### src/design/html_escape_encoder_defines.svh
// ----------------------------------------------------------------------------
// HTML escape encoder assertion macros
// Shared property macros for the concurrent checks of the encoder.
// ----------------------------------------------------------------------------
`ifndef HTML_ESCAPE_ENCODER_DEFINES_SVH
`define HTML_ESCAPE_ENCODER_DEFINES_SVH

// Same-cycle implication, checked outside reset
`define HEE_ASSERT_NOW(label, ante, cons, msg) \
  label: assert property (@(posedge clk_i) disable iff (!rst_ni) (ante) |-> (cons)) \
    else $error(msg);

// Next-cycle implication, checked outside reset
`define HEE_ASSERT_NEXT(label, ante, cons, msg) \
  label: assert property (@(posedge clk_i) disable iff (!rst_ni) (ante) |=> (cons)) \
    else $error(msg);

`endif

### src/design/hee_pkg.sv
// ----------------------------------------------------------------------------
// HTML escape encoder package
// Types, character codes and the per-byte expansion function.
// ----------------------------------------------------------------------------
package hee_pkg;

  localparam int unsigned MaxRun = 6;

  localparam logic [7:0] ChAmp   = 8'h26;
  localparam logic [7:0] ChHash  = 8'h23;
  localparam logic [7:0] ChSemi  = 8'h3B;
  localparam logic [7:0] ChZero  = 8'h30;
  localparam logic [7:0] ChLt    = 8'h3C;
  localparam logic [7:0] ChGt    = 8'h3E;
  localparam logic [7:0] ChQuot  = 8'h22;
  localparam logic [7:0] ChNum1  = 8'd139;
  localparam logic [7:0] ChNum2  = 8'd155;

  typedef logic [2:0] run_len_t;

  // Expanded form of one input byte, byte 0 goes out first
  typedef struct packed {
    logic [MaxRun-1:0][7:0] bytes;
    run_len_t               len;
  } run_t;

  // Expand one raw byte into its escaped byte run
  function automatic run_t hee_expand(logic [7:0] b, logic esc_all);
    run_t        r;
    logic [1:0]  hund;
    logic [7:0]  rem;
    logic [14:0] prod;
    logic [3:0]  tens;
    logic [7:0]  ones;
    logic [2:0]  pos;
    r.bytes = '0;
    r.len   = 3'd1;
    // Split into decimal digits: compare for hundreds, reciprocal for tens
    hund = (b >= 8'd200) ? 2'd2 : ((b >= 8'd100) ? 2'd1 : 2'd0);
    rem  = b - ((hund == 2'd2) ? 8'd200 : ((hund == 2'd1) ? 8'd100 : 8'd0));
    prod = 15'({7'd0, rem} * 15'd205);
    tens = prod[14:11];
    ones = rem - 8'({tens, 3'b000}) - 8'({tens, 1'b0});
    pos  = 3'd2;
    if (esc_all || b == ChNum1 || b == ChNum2) begin
      // Decimal numeric entity without leading zeros
      r.bytes[0] = ChAmp;
      r.bytes[1] = ChHash;
      if (b > 8'd99) begin
        r.bytes[pos] = ChZero + {6'd0, hund};
        pos          = pos + 3'd1;
      end
      if (b > 8'd9) begin
        r.bytes[pos] = ChZero + {4'd0, tens};
        pos          = pos + 3'd1;
      end
      r.bytes[pos] = ChZero + ones;
      pos          = pos + 3'd1;
      r.bytes[pos] = ChSemi;
      r.len        = pos + 3'd1;
    end else begin
      // Named entities, listed last byte first
      unique case (b)
        ChAmp: begin
          r.bytes = {8'd0, ChSemi, "p", "m", "a", ChAmp};
          r.len   = 3'd5;
        end
        ChLt: begin
          r.bytes = {8'd0, 8'd0, ChSemi, "t", "l", ChAmp};
          r.len   = 3'd4;
        end
        ChGt: begin
          r.bytes = {8'd0, 8'd0, ChSemi, "t", "g", ChAmp};
          r.len   = 3'd4;
        end
        ChQuot: begin
          r.bytes = {ChSemi, "t", "o", "u", "q", ChAmp};
          r.len   = 3'd6;
        end
        default: begin
          r.bytes[0] = b;
          r.len      = 3'd1;
        end
      endcase
    end
    return r;
  endfunction

endpackage

### src/design/html_escape_encoder.sv
// ----------------------------------------------------------------------------
// HTML escape encoder
// Turns a stream of raw bytes into their HTML-escaped form, one byte a beat.
// ----------------------------------------------------------------------------
// Usage:
//   Slave stream s_axis_*: one raw byte per beat, tlast marks the final byte
//   of a message. Master stream m_axis_*: one escaped byte per beat, tuser
//   marks the last byte produced by one input byte, tlast the last byte of
//   the message. cfg_* writes escape_all (1: every byte as &#N;, 0: only
//   special characters); it is always ready. The user must write it only
//   while idle; the block itself does not enforce it. Each accepted byte is
//   expanded at once into a run of 1 to 6 bytes held in a run buffer; a
//   serializer moves one run byte per cycle into the output register while
//   the master side does not stall. The first result byte is registered in
//   the run buffer and then in the output register before it is valid.
//   The next input byte is taken in the cycle the last run byte moves out,
//   so plain bytes stream at one per cycle while the output is not stalled.
//   The output register is the only path to the master side, so a stall
//   there holds the run buffer and, once that is full, the slave side.
//   Reset clears the run and output valid flags, the run index and escape_all.
// ----------------------------------------------------------------------------
`include "html_escape_encoder_defines.svh"

module html_escape_encoder (
  input  logic       clk_i,
  input  logic       rst_ni,
  // Configuration write
  input  logic       cfg_valid_i,
  output logic       cfg_ready_o,
  input  logic       cfg_data_i,     // escape_all
  // Input stream
  input  logic       s_axis_tvalid,
  output logic       s_axis_tready,
  input  logic [7:0] s_axis_tdata,   // [7:0] in_byte
  input  logic       s_axis_tlast,   // in_last
  // Output stream
  output logic       m_axis_tvalid,
  input  logic       m_axis_tready,
  output logic [7:0] m_axis_tdata,   // [7:0] out_byte
  output logic       m_axis_tuser,   // run_end
  output logic       m_axis_tlast    // message_end
);
  import hee_pkg::*;

  logic                   esc_all_q;
  logic                   run_valid_q;
  logic [MaxRun-1:0][7:0] run_bytes_q;
  run_len_t               run_len_q;
  run_len_t               run_idx_q;
  logic                   run_last_q;
  logic                   out_valid_q;
  logic [7:0]             out_byte_q;
  logic                   out_run_end_q;
  logic                   out_msg_end_q;

  run_t run_d;
  logic in_fire;
  logic move;
  logic at_end;
  logic run_done;

  // Expand the incoming byte
  assign run_d = hee_expand(s_axis_tdata, esc_all_q);

  // Handshake and serializer control
  assign at_end        = (run_idx_q == run_len_q - 3'd1);
  assign move          = run_valid_q && (!out_valid_q || m_axis_tready);
  assign run_done      = move && at_end;
  assign s_axis_tready = !run_valid_q || run_done;
  assign in_fire       = s_axis_tvalid && s_axis_tready;
  assign cfg_ready_o   = 1'b1;

  // Hold the configuration register
  always_ff @(posedge clk_i or negedge rst_ni) begin
    if (!rst_ni) begin
      esc_all_q <= 1'b0;
    end else if (cfg_valid_i) begin
      esc_all_q <= cfg_data_i;
    end
  end

  // Run buffer: load on accept, advance one byte per move
  always_ff @(posedge clk_i or negedge rst_ni) begin
    if (!rst_ni) begin
      run_valid_q <= 1'b0;
      run_idx_q   <= '0;
    end else if (in_fire) begin
      run_valid_q <= 1'b1;
      run_idx_q   <= '0;
    end else if (run_done) begin
      run_valid_q <= 1'b0;
    end else if (move) begin
      run_idx_q <= run_idx_q + 3'd1;
    end
  end

  always_ff @(posedge clk_i) begin
    if (in_fire) begin
      run_bytes_q <= run_d.bytes;
      run_len_q   <= run_d.len;
      run_last_q  <= s_axis_tlast;
    end
  end

  // Output register: take a run byte or drop the taken beat
  always_ff @(posedge clk_i or negedge rst_ni) begin
    if (!rst_ni) begin
      out_valid_q <= 1'b0;
    end else if (move) begin
      out_valid_q <= 1'b1;
    end else if (m_axis_tready) begin
      out_valid_q <= 1'b0;
    end
  end

  always_ff @(posedge clk_i) begin
    if (move) begin
      out_byte_q    <= run_bytes_q[run_idx_q];
      out_run_end_q <= at_end;
      out_msg_end_q <= at_end && run_last_q;
    end
  end

  assign m_axis_tvalid = out_valid_q;
  assign m_axis_tdata  = out_byte_q;
  assign m_axis_tuser  = out_run_end_q;
  assign m_axis_tlast  = out_msg_end_q;

  // Checks
  `HEE_ASSERT_NOW(a_idx_in_run, run_valid_q, run_idx_q < run_len_q,
    "run index beyond run length")
  `HEE_ASSERT_NOW(a_len_range, run_valid_q,
    run_len_q != 3'd0 && run_len_q <= 3'd6, "run length out of range")
  `HEE_ASSERT_NOW(a_msg_end_run_end, out_valid_q && m_axis_tlast, m_axis_tuser,
    "message end without run end")
  `HEE_ASSERT_NEXT(a_advance, move && !at_end,
    run_valid_q && run_idx_q == $past(run_idx_q) + 3'd1,
    "serializer failed to advance")

endmodule
### config.mk
export PLATFORM = sky130hd
export DESIGN_NAME = html_escape_encoder
export DESIGN_NICKNAME = d
export VERILOG_FILES = /design/src/design/hee_pkg.sv /design/src/design/html_escape_encoder.sv
export VERILOG_INCLUDE_DIRS = /design/src /design/src/design
export SDC_FILE = /design/constraint.sdc
export NUM_CORES = 1
export LEC_CHECK = 0
export ABC_AREA = 1
export BUFFER_PORTS_ARGS = -buffer_cell sky130_fd_sc_hd__buf_2
export CORE_MARGIN = 4
export CORE_UTILIZATION = 35
export DETAILED_ROUTE_END_ITERATION = 10
export PLACE_DENSITY = 0.62
export SLEW_MARGIN = 20
export SYNTH_ARGS = -nofsm -noshare
export SYNTH_HDL_FRONTEND = slang
export SYNTH_SLANG_ARGS = --single-unit
export TNS_END_PERCENT = 30
### constraint.sdc
create_clock -name clk_i -period 6.2 [get_ports clk_i]
set_input_delay 0.31 -clock clk_i [delete_from_list [all_inputs] [get_ports clk_i]]
set_output_delay 0.31 -clock clk_i [all_outputs]
set_load 0.03 [all_outputs]
==> flow_summary.json <==
{
  "clock_latency_ns": 0.32,
  "clock_sinks": 65,
  "drtIter0Drc": 225,
  "grt_max_degree": 53,
  "area_growth_pct": 34.99,
  "syn_avg_cell_area_sq_um": 8.613,
  "numCtsBuffers": 9,
  "worstPathRequired_ns": 6.38,
  "dieWidth_um": 128.0,
  "synth_cell_type_count": 39,
  "final-hold-violation-count": 0,
  "dr_total_vias": 4283,
  "ios": 28,
  "port_buffers": 26,
  "synthCells": 585,
  "synth_area_leader_cell": "edfxtp_1",
  "cp-start-kind": "input pin",
  "critical_path.most_common_cell": "inv_2",
  "finalCriticalPeriod_ns": 6.482,
  "rsz0062_at_grt": "yes",
  "max_stage_delay_ns": 0.54,
  "setup_viol": 11,
  "status": "finished, violations left",
  "timing.final.ws_setup_ns": -0.2821,
  "clock_path_buffers": 2,
  "postRouteAntennaNets": 0,
  "hpwl_mm": 9.524,
  "cts.clk_slew.worst_paths_ns": 0.05,
  "synth_warnings": 0,
  "first_pass_iters": 5,
  "critPathSlowestCell": "fa_2",
  "drv_slew": 0,
  "die_y_um": 128.0,
  "synthTopCellsByArea": "edfxtp_1, ha_1, nand2_1, inv_1, fa_1",
  "core_area_sq_mm": 0.01399,
  "grt_pass1_vias": 4407,
  "cts_htree_levels": 3,
  "grt_overflow_total": 0,
  "grt_pass1_wl_mm": 20.73,
  "rows": 43,
  "finalClockSkew_ns": 0.004997,
  "track_usage_pct": 15.63,
  "min_path_type": "input pin to register",
  "diodes": 0,
  "worstPathArrival_ns": 6.66,
  "worst_pin_slew_ns": 0.7069,
  "yosysSeqAreaShare_pct": 38.14,
  "gp_congestion": 0.8839,
  "path_class": "input pin to register",
  "die_area_sq_mm": 0.01638,
  "antenna_found_initial": 0,
  "viasPerCell": 4.748,
  "synth-seq-cells": 65,
  "routedWlPerCell_um": 13.61,
  "initial_utilization_pct": 36.02,
  "nFillCells": 1275,
  "end_kind": "register",
  "fin_crit_sh_pct": 104.6,
  "finalWirelength_mm": 12.28,
  "synth_top_area_share_pct": 35.16,
  "syn_area_sq_mm": 0.005039,
  "max_cap_violations": 0,
  "crit_fanout": 4,
  "drc": 0,
  "violations": "negative setup slack",
  "slew_headroom_pct": 52.58,
  "cts_tree": "done",
  "clock.fmax_mhz": 154.3,
  "cts_root_buf": "clkbuf_16",
  "finalNetCount": 808,
  "fin_util_pct": 48.62,
  "drive_gt1_share_pct": 31.16
}
==> cells in the final DEF (no fill, tap or decap), types with 3 or more instances in the layout <==
master / instances
buf_4: 102
nand2_1: 96
inv_1: 93
nor2_1: 60
edfxtp_1: 59
ha_1: 54
o21ai_0: 31
buf_2: 21
a21oi_1: 18
nand3_1: 16
nand2_2: 14
inv_2: 13
fa_1: 11
clkbuf_16: 9
o32ai_1: 8
nand3_2: 7
a21oi_2: 7
o21ai_1: 7
ha_4: 7
dfrtp_1: 6
nand2_4: 5
xnor2_1: 5
xor2_1: 5
nor3_1: 5
conb_1: 5
buf_6: 5
fa_2: 4
nor2_4: 3
xor2_2: 3
nor2_2: 3
and2_4: 3
clkbuf_1: 3
clkinv_2: 3
==> metrics by stage <==
step / std cells / hold slack, ns / instance area [sq um] / setup slack [ns] / setup TNS [ns]
floorplan: 588 / 0.01441 / 5149 / -0.4493 / -4.059
detailed placement: 858 / 0.1576 / 6025 / -0.8909 / -11.59
global placement: 858 / 0.1504 / 6025 / -0.6761 / -8.688
global route: 902 / 0.1585 / 6802 / -0.6308 / -6.834
finish: 902 / 0.1677 / 6802 / -0.2821 / -2.313
CTS: 899 / 0.1574 / 6671 / -0.3100 / -2.485
==> flip-flops by register name, indices dropped and copies added, names as in the netlist <==
signal / flops
m_axis_tvalid: 1
run_last_q: 1
m_axis_tuser: 1
run_bytes_q: 45
m_axis_tdata: 8
esc_all_q: 1
run_valid_q: 1
m_axis_tlast: 1
run_idx_q: 3
run_len_q: 3
==> final timing paths <==
| kind | from | endpoint | slack [ns] | cells after the start |
|---|---|---|---|---|
| setup / recovery | s_axis_tdata[4] | run_bytes_q[31] | -0.28 | 37 |
| hold / removal | s_axis_tlast | run_last_q | 0.17 | 1 |
| setup reg to reg | run_idx_q[0] | run_idx_q[1] | 3.37 | 12 |
| hold reg to reg | m_axis_tvalid | m_axis_tvalid | 0.51 | 2 |
| max in group asynchronous | rst_ni | run_idx_q[1] | 5.68 | 2 |
| min in group asynchronous | rst_ni | m_axis_tvalid | 0.36 | 2 |
==> area by class of cell <==
cell class / count / area (sq um) / area share [%]
clock buffer: 12 / 236.5 / 3.477
clock inverter: 4 / 45.04 / 0.6623
inverter: 110 / 422.9 / 6.218
multi-input combinational: 400 / 2973 / 43.71
sequential: 65 / 1922 / 28.26
tap: 180 / 225.2 / 3.311
timing repair buffer: 131 / 977.2 / 14.37
==> synth_stat cells (all sizes together) <==
library cell / count
nand2: 115
inv: 108
nor2: 66
ha: 61
edfxtp: 59
o21ai: 40
a21oi: 27
nand3: 24
fa: 15
clkbuf: 10
xor2: 10
o32ai: 8
dfrtp: 6
nor3: 5
xnor2: 5
and2: 4
buf: 3
nor4: 3
o21bai: 3
clkinv: 2
conb: 2
nand4: 2
nor3b: 2
a21o: 1
a31oi: 1
a32oi: 1
o2111a: 1
o211ai: 1
==> metal layers <==
layer	track usage, %	routed length, um	share of wire [%]	vias up
li1	-	-	-	2167
met1	18.86	5193	42	2025
met2	28.77	6463	53	73
met3	2.167	382	3.1	18
met4	4.682	237	1.9	0
met5	0	0	0	-
==> what timing repair did <==
| item | in CTS | in global routing |
|---|---|---|
| gates resized for setup | 52 | 19 |
| pin swaps | 38 | 17 |
| hold endpoints to repair | 6 | 0 |
| buffers inserted | 24 | 3 |
| setup endpoints to repair | 15 | 16 |
| hold buffers | 1 | 0 |
==> worst max-delay path, delay by kind of cell <==
| kind | cells | cell delay (ns) |
|---|---|---|
| buffers and inverters | 7 | 0.51 |
| xor gates and xnor gates | 2 | 0.36 |
| AOI/OAI and AO/OA | 7 | 0.98 |
| and+or+nand+nor | 12 | 1.15 |
| adders and majority gates | 9 | 3.36 |
==> cells by family (layout without fill, tap and decap cells) <==
logic type | after synthesis | after routing | synth area share (%)
simple gates | 221 | 221 | 19.12
buf+inv | 123 | 257 | 9.412
compound gates | 83 | 83 | 9.461
fa+ha+maj | 76 | 76 | 21.11
flops | 65 | 65 | 38.14
xor+xnor | 15 | 15 | 2.607
other cells | 2 | 5 | 0.1490
Power is left out: the tool's default activity adds up to more than one toggle a clock period on the data nets, which glitch-free logic cannot reach.
